**src/rtl/bccf_pkg.sv**
```systemverilog
// Package for the barrier control client: message constants, phase/error/op codes.
// Used by all modules of the block.
package bccf_pkg;
  localparam int unsigned MSG_WORDS = 16;
  localparam logic [31:0] CTL_HEADER = 32'h4E505543;
  localparam logic [31:0] CTL_API = 32'd1;
  localparam logic [31:0] CTL_KIND_REQUEST = 32'd1;
  localparam logic [31:0] CTL_KIND_REPLY = 32'd2;
  localparam logic [31:0] CTL_VERSION = 32'd1;
  localparam logic [31:0] CTL_CAPS = 32'd7;
  localparam logic [31:0] CTL_BYTES = 32'd64;

  // config register byte addresses
  localparam logic [2:0] CFG_ADDR_NONCE_LOW = 3'd0;
  localparam logic [2:0] CFG_ADDR_NONCE_HIGH = 3'd4;

  localparam logic [1:0] OPC_RESTART = 2'd0;
  localparam logic [1:0] OPC_REQUEST = 2'd1;
  localparam logic [1:0] OPC_ABORT = 2'd2;
  localparam logic [1:0] OPC_REPLY = 2'd3;

  localparam logic [1:0] OP_DISCOVER = 2'd0;
  localparam logic [1:0] OP_BIND = 2'd1;
  localparam logic [1:0] OP_STOP = 2'd2;
  localparam logic [1:0] OP_STATUS = 2'd3;

  localparam logic [2:0] PH_NEW = 3'd0;
  localparam logic [2:0] PH_DISCOVERED = 3'd1;
  localparam logic [2:0] PH_BOUND = 3'd2;
  localparam logic [2:0] PH_STOPPING = 3'd3;
  localparam logic [2:0] PH_PARKED = 3'd4;
  localparam logic [2:0] PH_FAILED = 3'd5;

  localparam logic [3:0] ER_NONE = 4'd0;
  localparam logic [3:0] ER_ARGUMENT = 4'd1;
  localparam logic [3:0] ER_ABORTED = 4'd2;
  localparam logic [3:0] ER_EXHAUSTED = 4'd3;
  localparam logic [3:0] ER_TRANSPORT = 4'd4;
  localparam logic [3:0] ER_ENVELOPE = 4'd5;
  localparam logic [3:0] ER_CAPABILITY = 4'd6;
  localparam logic [3:0] ER_REMOTE = 4'd7;
  localparam logic [3:0] ER_GENERATION = 4'd8;
  localparam logic [3:0] ER_SNAPSHOT = 4'd9;

  localparam logic [1:0] OUT_ACCEPTED = 2'd0;
  localparam logic [1:0] OUT_REJECTED = 2'd1;
  localparam logic [1:0] OUT_IGNORED = 2'd2;
  localparam logic [1:0] OUT_NA = 2'd3;

  // one result word: kind, message word, last, ticket, outcome, phase, error
  typedef struct packed {
    logic [3:0]  error_now;
    logic [2:0]  phase_now;
    logic [1:0]  outcome;
    logic [31:0] issued_ticket;
    logic        last;
    logic [31:0] message_word;
    logic        kind;
  } res_t;

  // request burst description handed from the control core to the emitter
  typedef struct packed {
    logic        start;
    logic [1:0]  op;
    logic [31:0] epoch;
    logic [31:0] ticket;
  } burst_t;

  function automatic logic [31:0] req_word(input logic [3:0] idx, input logic [1:0] op,
                                           input logic [31:0] ep, input logic [31:0] nlo,
                                           input logic [31:0] nhi);
    logic [31:0] w;
    w = '0;
    unique case (idx)
      4'd0: w = CTL_HEADER;
      4'd1: w = CTL_API;
      4'd2: w = CTL_KIND_REQUEST;
      4'd3: w = CTL_VERSION;
      4'd4: w = CTL_BYTES;
      4'd5: w = {30'd0, op};
      4'd6: w = ep;
      4'd7: w = nlo;
      4'd8: w = nhi;
      default: w = '0;
    endcase
    return w;
  endfunction
endpackage

```
**src/rtl/barrier_control_client_fsm.sv**
```systemverilog
// Barrier control client: top level, input register, core, emitter and registers.
// Depends on bccf_pkg, bccf_regs, bccf_core, bccf_emit.
//
//  channel | dir | content
//  in_     | in  | tdata: opcode, ticket, link_err, length_ok, reply_word; tlast
//  out_    | out | tdata: message_word, issued_ticket, outcome, phase_now, error_now;
//          |     | tuser: kind; tlast
//  cfg_    | in  | APB, nonce_low at 0x0, nonce_high at 0x4
//
// One word per cycle unless stalled; a request emits 16 words, while in_tready is low.
// Input word is registered, decided combinationally, then held in the output register.
// Reset (sync, active low) leaves the block failed until a restart.
// Output stalls back up through the output register to in_tready.
module barrier_control_client_fsm
  import bccf_pkg::*;
(
  input  logic         clk,
  input  logic         rst_n,
  input  logic         in_tvalid,
  output logic         in_tready,
  input  logic [71:0]  in_tdata,  // opcode[1:0] ticket[33:2] link_err[34]
                                  // length_ok[35] reply_word[67:36] zero[71:68]
  input  logic         in_tlast,
  output logic         out_tvalid,
  input  logic         out_tready,
  output logic [79:0]  out_tdata, // message_word[31:0] issued_ticket[63:32]
                                  // outcome[65:64] phase_now[68:66] error_now[72:69]
  output logic         out_tuser, // kind
  output logic         out_tlast,
  input  logic         cfg_psel,
  input  logic         cfg_penable,
  input  logic         cfg_pwrite,
  input  logic [2:0]   cfg_paddr,
  input  logic [31:0]  cfg_pwdata,
  output logic [31:0]  cfg_prdata,
  output logic         cfg_pready
);
  logic        iv_r;
  logic [67:0] id_r;
  logic        il_r;
  logic        st_valid, busy, stall;
  res_t        st_res, out_res;
  burst_t      burst;
  logic [2:0]  ph_now;
  logic [3:0]  er_now;
  logic [31:0] nlo, nhi;
  logic        emit_ready;

  // registered word proceeds when emitter can take a status and no burst runs
  assign stall = iv_r && (busy || (out_tvalid && !out_tready));
  assign in_tready = !stall && !busy;
  assign emit_ready = !stall;

  always_ff @(posedge clk) begin
    if (!rst_n) iv_r <= 1'b0;
    else if (!stall && !busy) iv_r <= in_tvalid;
  end

  always_ff @(posedge clk) begin
    if (in_tready && in_tvalid) begin
      id_r <= in_tdata[67:0];
      il_r <= in_tlast;
    end
  end

  bccf_regs u_regs (
    .clk(clk), .rst_n(rst_n), .psel(cfg_psel), .penable(cfg_penable),
    .pwrite(cfg_pwrite), .paddr(cfg_paddr), .pwdata(cfg_pwdata),
    .prdata(cfg_prdata), .pready(cfg_pready), .nonce_low(nlo), .nonce_high(nhi)
  );

  bccf_core u_core (
    .clk(clk), .rst_n(rst_n), .iv(iv_r && emit_ready && !busy),
    .opcode(id_r[1:0]), .ticket(id_r[33:2]), .link_err(id_r[34]),
    .length_ok(id_r[35]), .reply_word(id_r[67:36]), .last_word(il_r),
    .nonce_low(nlo), .nonce_high(nhi), .st_valid(st_valid), .st_res(st_res),
    .burst(burst), .ph_now(ph_now), .er_now(er_now)
  );

  bccf_emit u_emit (
    .clk(clk), .rst_n(rst_n), .st_valid(st_valid), .st_res(st_res), .burst(burst),
    .ph_now(ph_now), .er_now(er_now), .nonce_low(nlo), .nonce_high(nhi),
    .busy(busy), .out_valid(out_tvalid), .out_ready(out_tready), .out_res(out_res)
  );

  assign out_tdata = {7'd0, out_res.error_now, out_res.phase_now, out_res.outcome,
                      out_res.issued_ticket, out_res.message_word};
  assign out_tuser = out_res.kind;
  assign out_tlast = out_res.last;
endmodule

```
**src/rtl/bccf_regs.sv**
```systemverilog
// Configuration registers (session nonce halves) behind an APB-style port.
// Depends on bccf_pkg for the register addresses.
module bccf_regs
  import bccf_pkg::*;
(
  input  logic        clk,
  input  logic        rst_n,
  input  logic        psel,
  input  logic        penable,
  input  logic        pwrite,
  input  logic [2:0]  paddr,
  input  logic [31:0] pwdata,
  output logic [31:0] prdata,
  output logic        pready,
  output logic [31:0] nonce_low,
  output logic [31:0] nonce_high
);
  logic [31:0] nlo_r, nhi_r;
  logic        wr;

  assign pready = 1'b1;
  assign wr = psel & penable & pwrite;

  always_ff @(posedge clk) begin
    if (!rst_n) begin
      nlo_r <= '0;
      nhi_r <= '0;
    end else if (wr) begin
      if (paddr == CFG_ADDR_NONCE_LOW) nlo_r <= pwdata;
      if (paddr == CFG_ADDR_NONCE_HIGH) nhi_r <= pwdata;
    end
  end

  always_comb begin
    prdata = '0;
    if (paddr == CFG_ADDR_NONCE_LOW) prdata = nlo_r;
    else if (paddr == CFG_ADDR_NONCE_HIGH) prdata = nhi_r;
  end

  assign nonce_low = nlo_r;
  assign nonce_high = nhi_r;
endmodule

```
**src/rtl/bccf_emit.sv**
```systemverilog
// Output stage: status results and 16-word request bursts, with an output register.
// Depends on bccf_pkg.
module bccf_emit
  import bccf_pkg::*;
(
  input  logic        clk,
  input  logic        rst_n,
  input  logic        st_valid,
  input  res_t        st_res,
  input  burst_t      burst,
  input  logic [2:0]  ph_now,
  input  logic [3:0]  er_now,
  input  logic [31:0] nonce_low,
  input  logic [31:0] nonce_high,
  output logic        busy,
  output logic        out_valid,
  input  logic        out_ready,
  output res_t        out_res
);
  logic        bact_r, bact_nxt;
  logic [3:0]  bidx_r, bidx_nxt;
  logic [1:0]  bop_r;
  logic [31:0] bep_r, btk_r, bnlo_r, bnhi_r;
  logic [2:0]  bph_r;
  logic [3:0]  ber_r;
  logic        ov_r, ov_nxt;
  res_t        ob_r, ob_nxt;
  logic        take;
  res_t        bw;

  // output register can load when empty or being drained
  assign take = !ov_r || out_ready;
  // input must hold while a burst is still being sent
  assign busy = bact_r;

  always_comb begin
    bw.kind = 1'b0;
    bw.message_word = req_word(bidx_r, bop_r, bep_r, bnlo_r, bnhi_r);
    bw.last = (bidx_r == 4'(MSG_WORDS - 1));
    bw.issued_ticket = btk_r;
    bw.outcome = OUT_ACCEPTED;
    bw.phase_now = bph_r;
    bw.error_now = ber_r;
  end

  always_comb begin
    bact_nxt = bact_r;
    bidx_nxt = bidx_r;
    ov_nxt = ov_r && !out_ready;
    ob_nxt = ob_r;
    if (take) begin
      if (bact_r) begin
        ov_nxt = 1'b1;
        ob_nxt = bw;
        bidx_nxt = bidx_r + 4'd1;
        if (bw.last) bact_nxt = 1'b0;
      end else if (st_valid) begin
        ov_nxt = 1'b1;
        ob_nxt = st_res;
      end
    end
    if (burst.start) begin
      bact_nxt = 1'b1;
      bidx_nxt = '0;
    end
  end

  always_ff @(posedge clk) begin
    if (!rst_n) begin
      bact_r <= 1'b0;
      ov_r <= 1'b0;
      bidx_r <= '0;
    end else begin
      bact_r <= bact_nxt;
      ov_r <= ov_nxt;
      bidx_r <= bidx_nxt;
    end
  end

  always_ff @(posedge clk) begin
    ob_r <= ob_nxt;
    if (burst.start) begin
      bop_r <= burst.op;
      bep_r <= burst.epoch;
      btk_r <= burst.ticket;
      bnlo_r <= nonce_low;
      bnhi_r <= nonce_high;
      bph_r <= ph_now;
      ber_r <= er_now;
    end
  end

  assign out_valid = ov_r;
  assign out_res = ob_r;
endmodule

```
**src/rtl/bccf_core.sv**
```systemverilog
// Session state, reply buffer and completion check for one registered input word.
// Depends on bccf_pkg.
module bccf_core
  import bccf_pkg::*;
(
  input  logic        clk,
  input  logic        rst_n,
  input  logic        iv,
  input  logic [1:0]  opcode,
  input  logic [31:0] ticket,
  input  logic        link_err,
  input  logic        length_ok,
  input  logic [31:0] reply_word,
  input  logic        last_word,
  input  logic [31:0] nonce_low,
  input  logic [31:0] nonce_high,
  output logic        st_valid,
  output res_t        st_res,
  output burst_t      burst,
  output logic [2:0]  ph_now,
  output logic [3:0]  er_now
);
  logic [2:0]  phase_r, phase_nxt;
  logic [3:0]  err_r, err_nxt;
  logic [31:0] serial_r, serial_nxt, pend_r, pend_nxt;
  logic [1:0]  cop_r, cop_nxt;
  logic [31:0] ep_r, ep_nxt, rel_r, rel_nxt, arm_r, arm_nxt;
  logic [7:0]  prk_r, prk_nxt, rdy_r, rdy_nxt;
  logic [4:0]  drn_r, drn_nxt;
  logic [2:0]  cap_r, cap_nxt;
  logic [4:0]  cnt_r, cnt_nxt;
  logic [31:0] store [MSG_WORDS];
  logic [31:0] r [MSG_WORDS];
  logic [1:0]  oc;
  logic [1:0]  op;
  logic [31:0] expct;
  logic [31:0] ep, rel, arm, prk32, rdy32, drn32;
  logic        fail;
  logic [3:0]  ferr;

  always_ff @(posedge clk) begin
    if (iv && opcode == OPC_REPLY && cnt_r < 5'(MSG_WORDS))
      store[cnt_r[3:0]] <= reply_word;
  end

  // current word is seen on the last write, so overlay it onto the store view
  always_comb begin
    for (int i = 0; i < MSG_WORDS; i++) begin
      r[i] = store[i];
      if (cnt_r == 5'(i)) r[i] = reply_word;
    end
  end

  always_comb begin
    ep = r[6]; rel = r[14]; arm = r[15];
    prk32 = r[11]; rdy32 = r[12]; drn32 = r[13];
    expct = ep_r;
    if (cop_r == OP_STOP && rel_r == ep_r) expct = ep_r + 32'd1;
    fail = 1'b1;
    if (link_err) ferr = ER_TRANSPORT;
    else if (!length_ok || cnt_r != 5'(MSG_WORDS - 1)) ferr = ER_ARGUMENT;
    else if (r[0] != CTL_HEADER || r[1] != CTL_API || r[2] != CTL_KIND_REPLY ||
             r[3] != CTL_VERSION || r[4] != CTL_BYTES || r[5] != {30'd0, cop_r} ||
             r[7] != nonce_low || r[8] != nonce_high) ferr = ER_ENVELOPE;
    else if (r[10] != CTL_CAPS) ferr = ER_CAPABILITY;
    else if (r[9] != 32'd0) ferr = ER_REMOTE;
    else if (ep == 32'd0 || (cop_r != OP_DISCOVER && ep != expct)) ferr = ER_GENERATION;
    else if (prk32[31:8] != 0 || rdy32[31:8] != 0 || drn32[31:5] != 0 ||
             rel > ep || arm > rel || (rdy32 != 0 && rel != ep) ||
             (drn32 != 0 && prk32 != 32'hFF) || (arm == ep && rdy32 != 32'hFF))
      ferr = ER_SNAPSHOT;
    else if ((cop_r == OP_STOP || cop_r == OP_STATUS) &&
             (rel == ep || rdy32 != 0 || arm == ep)) ferr = ER_SNAPSHOT;
    else if (cop_r == OP_STATUS &&
             (rel != rel_r || arm != arm_r || (prk32[7:0] & prk_r) != prk_r ||
              (drn32[4:0] & drn_r) != drn_r)) ferr = ER_SNAPSHOT;
    else begin
      ferr = ER_NONE;
      fail = 1'b0;
    end
  end

  always_comb begin
    phase_nxt = phase_r; err_nxt = err_r; serial_nxt = serial_r; pend_nxt = pend_r;
    cop_nxt = cop_r; ep_nxt = ep_r; rel_nxt = rel_r; arm_nxt = arm_r;
    prk_nxt = prk_r; rdy_nxt = rdy_r; drn_nxt = drn_r; cap_nxt = cap_r; cnt_nxt = cnt_r;
    st_valid = 1'b0;
    oc = OUT_NA;
    op = OP_DISCOVER;
    burst = '0;
    if (iv) begin
      unique case (opcode)
        OPC_RESTART: begin
          st_valid = 1'b1;
          phase_nxt = PH_NEW; err_nxt = ER_NONE; serial_nxt = '0; pend_nxt = '0;
          cop_nxt = '0; ep_nxt = '0; rel_nxt = '0; arm_nxt = '0;
          prk_nxt = '0; rdy_nxt = '0; drn_nxt = '0; cap_nxt = '0; cnt_nxt = '0;
          if (nonce_low == 0 && nonce_high == 0) begin
            phase_nxt = PH_FAILED; err_nxt = ER_ARGUMENT;
          end
        end
        OPC_ABORT: begin
          st_valid = 1'b1;
          if (phase_r != PH_FAILED) begin
            phase_nxt = PH_FAILED; err_nxt = ER_ABORTED; pend_nxt = '0;
          end
          cnt_nxt = '0;
        end
        OPC_REPLY: begin
          if (cnt_r < 5'd31) cnt_nxt = cnt_r + 5'd1;
          if (last_word) begin
            st_valid = 1'b1;
            cnt_nxt = '0;
            if (ticket == 0 || pend_r == 0 || ticket != pend_r || phase_r == PH_FAILED)
              oc = OUT_IGNORED;
            else if (fail) begin
              oc = OUT_REJECTED;
              phase_nxt = PH_FAILED; err_nxt = ferr; pend_nxt = '0;
            end else begin
              oc = OUT_ACCEPTED;
              if (cop_r == OP_STOP || cop_r == OP_STATUS)
                phase_nxt = (prk32[7:0] == 8'hFF) ? PH_PARKED : PH_STOPPING;
              else
                phase_nxt = (cop_r == OP_DISCOVER) ? PH_DISCOVERED : PH_BOUND;
              ep_nxt = ep; rel_nxt = rel; arm_nxt = arm;
              prk_nxt = prk32[7:0]; rdy_nxt = rdy32[7:0]; drn_nxt = drn32[4:0];
              cap_nxt = r[10][2:0]; pend_nxt = '0;
            end
          end
        end
        default: begin
          if (phase_r == PH_FAILED || pend_r != 0) begin
            st_valid = 1'b1; oc = OUT_IGNORED;
          end else begin
            unique case (phase_r)
              PH_NEW: op = OP_DISCOVER;
              PH_DISCOVERED: op = OP_BIND;
              PH_BOUND: op = OP_STOP;
              default: op = OP_STATUS;
            endcase
            if (phase_r > PH_PARKED || serial_r == 32'hFFFFFFFF ||
                (op == OP_STOP && ep_r == 32'hFFFFFFFF && rel_r == ep_r)) begin
              st_valid = 1'b1; oc = OUT_REJECTED;
              phase_nxt = PH_FAILED;
              err_nxt = (phase_r > PH_PARKED) ? ER_ARGUMENT : ER_EXHAUSTED;
              pend_nxt = '0;
            end else begin
              cop_nxt = op;
              serial_nxt = serial_r + 32'd1;
              pend_nxt = serial_r + 32'd1;
              cnt_nxt = '0;
              burst.start = 1'b1;
              burst.op = op;
              burst.epoch = ep_r;
              burst.ticket = serial_r + 32'd1;
            end
          end
        end
      endcase
    end
    st_res.kind = 1'b1;
    st_res.message_word = '0;
    st_res.last = 1'b1;
    st_res.issued_ticket = '0;
    st_res.outcome = oc;
    st_res.phase_now = phase_nxt;
    st_res.error_now = err_nxt;
    ph_now = phase_nxt;
    er_now = err_nxt;
  end

  always_ff @(posedge clk) begin
    if (!rst_n) begin
      phase_r <= PH_FAILED; err_r <= ER_NONE; serial_r <= '0; pend_r <= '0;
      cop_r <= '0; ep_r <= '0; rel_r <= '0; arm_r <= '0;
      prk_r <= '0; rdy_r <= '0; drn_r <= '0; cap_r <= '0; cnt_r <= '0;
    end else begin
      phase_r <= phase_nxt; err_r <= err_nxt; serial_r <= serial_nxt; pend_r <= pend_nxt;
      cop_r <= cop_nxt; ep_r <= ep_nxt; rel_r <= rel_nxt; arm_r <= arm_nxt;
      prk_r <= prk_nxt; rdy_r <= rdy_nxt; drn_r <= drn_nxt; cap_r <= cap_nxt;
      cnt_r <= cnt_nxt;
    end
  end
endmodule
```
**config.mk**
```make
export PLATFORM = sky130hd
export DESIGN_NAME = barrier_control_client_fsm
export DESIGN_NICKNAME = d
export VERILOG_FILES = /design/src/rtl/bccf_pkg.sv /design/src/rtl/barrier_control_client_fsm.sv /design/src/rtl/bccf_regs.sv /design/src/rtl/bccf_emit.sv /design/src/rtl/bccf_core.sv
export SDC_FILE = /design/constraint.sdc
export NUM_CORES = 2
export LEC_CHECK = 0
export BUFFER_PORTS_ARGS = -buffer_cell sky130_fd_sc_hd__clkbuf_2
export CAP_MARGIN = 20
export CORE_MARGIN = 2
export CORE_UTILIZATION = 66
export DETAILED_ROUTE_END_ITERATION = 6
export PLACE_DENSITY = 0.89
export SLEW_MARGIN = 25
export SYNTH_ARGS = -nofsm -noshare
export SYNTH_HDL_FRONTEND = slang
export SYNTH_SLANG_ARGS = --single-unit
```
**constraint.sdc**
```tcl
create_clock -name clk -period 22.9 [get_ports clk]
set_clock_uncertainty 0.1 [all_clocks]
set_input_delay 4.58 -clock clk [delete_from_list [all_inputs] [get_ports clk]]
set_output_delay 4.58 -clock clk [all_outputs]
set_load 0.02 [all_outputs]
```
### After elaboration in Yosys (flattened, before gate mapping)

Memory sizes are Yosys's and may differ from the RTL's.
Index checks and enable logic that the tools add are counted.

| cells by class | value |
|---|---|
| add/subtract/negate cells | 4 |
| multiply operators | 0 |
| divide/modulo/power cells | 0 |
| order comparisons | 5 |
| equal/unequal tests | 69 |
| shift-type cells | 0 |
| multiplexer cells | 128 |
| bitwise logic cells | 7 |
| reduce and logical (&&, ||, !) cells | 89 |

Operators by type and width:

| cell | number |
|---|---|
| $mux 32 | 35 |
| $mux 67 | 4 |
| $pmux 32 s2 | 4 |
| $ne 32x32->1 | 7 |
| $pmux 32 s7 | 1 |
| $logic_not 32->1 | 5 |
| $mux 75 | 2 |
| $reduce_bool 32->1 | 4 |
| $eq 32x32->1 | 3 |
| $pmux 32 s3 | 1 |
| $add 32x1->32 const B | 2 |
| $eq 32x32->1 const B | 2 |
| $gt 32x32->1 | 2 |
| $mux 4 | 16 |
| $ne 32x1->1 const B | 2 |
| $ne 32x8->1 const B | 2 |
| $reduce_bool 24->1 | 2 |
| $eq 5x4->1 const B | 8 |
| $mux 5 | 7 |
| $ne 32x2->1 | 1 |
| $ne 32x2->1 const B | 1 |
| $ne 32x3->1 const B | 1 |
| $ne 32x31->1 const B | 1 |
| $ne 32x7->1 const B | 1 |
| other kinds (54) | 188 |

| storage, ports and cells | value |
|---|---|
| register bits | 539 |
| bits in latches | 0 |
| RAM bits | 512 |
| ROM bits | 0 |
| word-level logic and storage cells | 336 |
| memories kept | 1 |

Memories:

| name | depth | bits a word | read ports | clocked after memory_dff | write ports | RTL line | RTL |
|---|---|---|---|---|---|---|---|
| u_core.store | 16 | 32 | 16 | 0 | 1 | bccf_core.sv:32 | `logic [31:0] store [MSG_WORDS];` |

### Depth between registers and ports, before layout

| logic depth | value |
|---|---|
| depth in word-level cells | 24 |
| depth in mapped cells | 23 |

### Hierarchy

Synthesis repeated with hierarchy kept, for this count alone.

| unflattened totals | value |
|---|---|
| cell total of the unflattened synthesis | 4267 |
| area, all modules | 50051.8 µm² |

By module, submodules not included:

| module | instances | cells an instance | area an instance (µm²) | seq. area each (µm²) |
|---|---|---|---|---|
| bccf_core | 1 | 3438 | 36641.4 | 19118.3 |
| bccf_emit | 1 | 456 | 8398.1 | 6486.2 |
| bccf_regs | 1 | 288 | 2811.4 | 1281.2 |
| barrier_control_client_fsm | 1 | 85 | 2200.9 | 2092.0 |

### Worst setup path after synthesis

OpenSTA, ideal clock, no wires.

| path | value |
|---|---|
| path kind | input to register |
| from | in out_tready |
| to | reg u_emit.ob_r, in the netlist u_emit.out_res[0] (enable) |
| library setup time | 612 ps |
| arrival time | 9930 ps |
| setup slack | 12258 ps |
| stages on the path | 2 |
| cells stage by stage | nor2b_1 -> o21ai_0 |

| on the way | value |
|---|---|
| word-level cells in the longest chain between the ends | 10 |
| elaborated cells between the ends (all ways) | 11 |
| those cells by class | mux (1); reduce/logical (10) |

Ends and longest elaborated chain:

| item | RTL line | RTL |
|---|---|---|
| start: declaration | barrier_control_client_fsm.sv:25 | `input logic out_tready,` |
| $logic_not 1->1 | barrier_control_client_fsm.sv:50 | `assign stall = iv_r && (busy \|\| (out_tvalid && !out_tready));` |
| $logic_and 1x1->1 | barrier_control_client_fsm.sv:50 |  |
| $logic_or 1x1->1 | barrier_control_client_fsm.sv:50 |  |
| $logic_and 1x1->1 | barrier_control_client_fsm.sv:50 |  |
| $logic_not 1->1 | barrier_control_client_fsm.sv:52 | `assign emit_ready = !stall;` |
| $logic_and 1x1->1 (2 in series) | barrier_control_client_fsm.sv:73 | `.clk(clk), .rst_n(rst_n), .iv(iv_r && emit_ready && !busy),` |
| $mux 1 | bccf_core.sv:91 | `if (iv) begin` |
| $reduce_bool 2->1 (no line) | n/a |  |
| $reduce_and 2->1 (no line) * | n/a |  |
| end signal: assignment | bccf_emit.sv:81 | `ob_r <= ob_nxt;` |
| end: declaration | bccf_emit.sv:27 | `res_t ob_r, ob_nxt;` |

Every way passes the cells marked *; elsewhere a longest branch is shown, timed or not.
A chain may end at the register's enable or synchronous reset.

### Final worst setup path

| path | value |
|---|---|
| from | in cfg_paddr[1] |
| to | out cfg_prdata[28] |

| on the way | value |
|---|---|
| word-level cells in the longest chain between the ends | 3 |
| elaborated cells between the ends (all ways) | 4 |
| those cells by class | eq/ne (1); mux (2); reduce/logical (1) |

Ends and longest elaborated chain:

| item | RTL line | RTL |
|---|---|---|
| start: declaration | barrier_control_client_fsm.sv:33 | `input logic [2:0] cfg_paddr,` |
| $eq 3x3->1 | bccf_regs.sv:37 | `else if (paddr == CFG_ADDR_NONCE_HIGH) prdata = nhi_r;` |
| $mux 32 | bccf_regs.sv:37 |  |
| $mux 32 * | bccf_regs.sv:36 | `if (paddr == CFG_ADDR_NONCE_LOW) prdata = nlo_r;` |
| end: declaration | barrier_control_client_fsm.sv:35 | `output logic [31:0] cfg_prdata,` |

Marks and branches as above.

==> flow_summary.toml <==
[status]
status = "finished, violations left"
violations = "design-rule violations"

[detailed_routing]
antenna_left = 0
routedWlPerCell_um = 29.4
routed-via-count = 35200
wl_mm = 146
drtIter0Drc = 7214
route.detailed.drc = 109
dr.pass1.iters = 7
vias_per_cell = 7.09

[timing]
finalSetupViolCount = 0
hold_viol_final = 0
drv_slew = 0
fmaxAchievable_ghz = 0.0953
maxSlewHeadroom = 0.263
tns_ns = 0
min_period_ns = 10.50
rsz0062_at_grt = "no"
fin_crit_sh = 0.458
tightest_slew_ns = 1.10

[die]
core_region_area_mm2 = 0.0685
initial_utilization = 0.666
ios = 232
die_y_um = 267
fp.dieW_um = 267
design.die.area_mm2 = 0.0712
core.rowCount = 96

[clock_tree]
clk_pin_slew_ns = 0.06
cts_buffers = 100
post_cts_buffers = 0
postCtsHoldBufs = 0
clock_latency_ns = 0.71
h-tree-depth = 3
cts.sinks = 1051
cts-root-buf = "clkbuf_16"
cts_tree = "yes"
ctsResizeCount = 0
clockBufferDepth = 3

[yosys]
synth_flop_cell = "edfxtp_1"
avgSynthCellArea_um2 = 12.2
ys_seq_elements = 1051
synth_area_leaders = "edfxtp_1, dfxtp_1, xnor2_1"
seq_area_frac_synth = 0.636
synthArstFlopShare = 0
yosysWarnings = 0
yosysTopAreaCellShare = 0.522
ys_types = 82
syn_inst = 3752
synth_edf_count = 793
yosysTopAreaCell = "edfxtp_1"
netlist_area_mm2 = 0.0456

[final_layout]
final_cells = 4963
final_layout_size_suffix_gt1_frac = 0.132
areaGrowthSynthToFinish_pct = 12.4
design_area_mm2 = 0.0512
final_nets = 4181
final_common_cell = "edfxtp_1"
fillers = 4055
fin_util = 0.748
final_cell_mix = "edfxtp_1, nand2_1, dfxtp_1"

[grt]
track_usage = 0.404
grt_pass1_wl_mm = 211
grt_max_degree = 90
grt.overflow.total = 0
grt_pass1_vias = 33400
antenna_found_initial = 8

[placement]
globalplace.congestion = 1.03
placed_cell_area_mm2 = 0.0479
dp_cells = 4774
port_buffers = 219
hpwl_mm = 91.4

[power]
p_sw_mw = 0.861
pwr-share-seq = 0.539
p_clk_frac = 0.427
power_density_mw_per_mm2 = 75.2
irDropWorstVdd_uv = 76.7
p_comb_frac = 0.034
leakagePower_nw = 17.8
internal_power_mw = 2.99
p_sw_frac = 0.223

[worst_setup_path]
worstPathRequired_ns = 18.22
arrival_ns = 5.82
path_max_fanout = 34
crit_path_end_kind = "primary output"
cp-start-kind = "input pin"
criticalPathCategory = "input pin to primary output"

[hold_path]
hp-class = "flop to flop"

[run]
cap_violations = 0
## flip-flops by register name, indices dropped and copies added, names as in the netlist, 5 cells and up
| signal | flops |
|---|---|
| u_emit.btk_r | 32 |
| u_emit.bnlo_r | 32 |
| u_core.serial_r | 32 |
| u_core.cnt_r | 5 |
| u_core.store | 512 |
| u_core.rel_r | 32 |
| u_regs.nonce_low | 32 |
| u_emit.bnhi_r | 32 |
| u_regs.nonce_high | 32 |
| u_core.arm_r | 32 |
| u_core.ep_r | 32 |
| id_r | 68 |
| u_emit.bep_r | 32 |
| u_core.prk_r | 8 |
| u_emit.out_res | 75 |
| u_core.drn_r | 5 |
| u_core.pend_r | 32 |
## Yosys cell counts, drive strengths merged (13+ instances only)
master,number
nand3,74
a22o,40
mux2i,131
o221ai,13
inv,225
nor2,246
clkbuf,139
a21oi,214
a22oi,22
a31oi,15
nand4,101
nor4,161
and3,22
nand2b,28
dfxtp,258
or3,21
nor3,84
a222oi,28
xor2,87
ha,71
nor2b,27
nand2,261
xnor2,183
o21ai,68
edfxtp,793
o22ai,121
or4,17
and2,51
buf,53
## final timing paths
path	startpoint	endpoint	slack, ns	cells after the start
max	cfg_paddr[1]	cfg_prdata[28]	12.40	5
min	u_core.prk_r[0]	u_core.prk_r[0]	0.38	2
max reg2reg	u_core.cnt_r[3]	u_core.ep_r[29]	15.20	15
min reg2reg	u_core.prk_r[0]	u_core.prk_r[0]	0.38	2
## worst max-delay path, cell delays in order
cell,delay (ns)
clkbuf_2,0.10
nor3b_2,0.19
buf_4,0.43
a22o_1,0.28
clkbuf_2,0.19
## power by group through the flow
stage / logic (mW) / clock network [mW] / registers (mW)
after floorplan: 0.0483 / 0 / 2.12
after global placement: 0.121 / 0 / 2.11
after detailed placement: 0.123 / 0 / 2.12
after CTS: 0.124 / 1.64 / 2.07
after global routing: 0.134 / 1.71 / 2.08
final: 0.132 / 1.65 / 2.08
## logic make-up after synthesis
kind of cell,count (synthesis),synth area share
simple gates,1162,0.132
other cells,2,0.000165
mux,133,0.0295
compound gates,644,0.0942
flops,1051,0.636
fa+ha+maj,71,0.0195
xor+xnor,271,0.0524
buf+inv,418,0.0368
## area by class of cell
type                    instances  area (µm²)  share of cell area
multi-input cells            2289       15100               0.294
well taps                     882        1100              0.0215
clock inverters                49         473             0.00923
diodes                          1        2.50           0.0000488
flip-flops and latches       1051       29000               0.566
clock buffers                 138        2820              0.0550
repair buffers                327        1930              0.0376
inverters                     226         856              0.0167
## routing by layer
| metal | GRT usage | routed length (µm) | part of all wire |
|---|---|---|---|
| met3 | 0.128 | 22800 | 0.16 |
| met1 | 0.529 | 49900 | 0.34 |
| met4 | 0.224 | 9940 | 0.068 |
| met5 | 0.00208 | 89 | 0.00061 |
| met2 | 0.600 | 63100 | 0.43 |
## per-stage QoR
step                      total power [mW]  hold slack, ns  worst slack (ns)
after floorplan                       2.17           0.352             12.26
after global placement                2.23           0.360             12.49
after detailed placement              2.24           0.363             12.46
after CTS                             3.84           0.372             12.45
after global routing                  3.92           0.395             12.41
final                                 3.85           0.378             12.40
(Power assumes the default switching activity.)
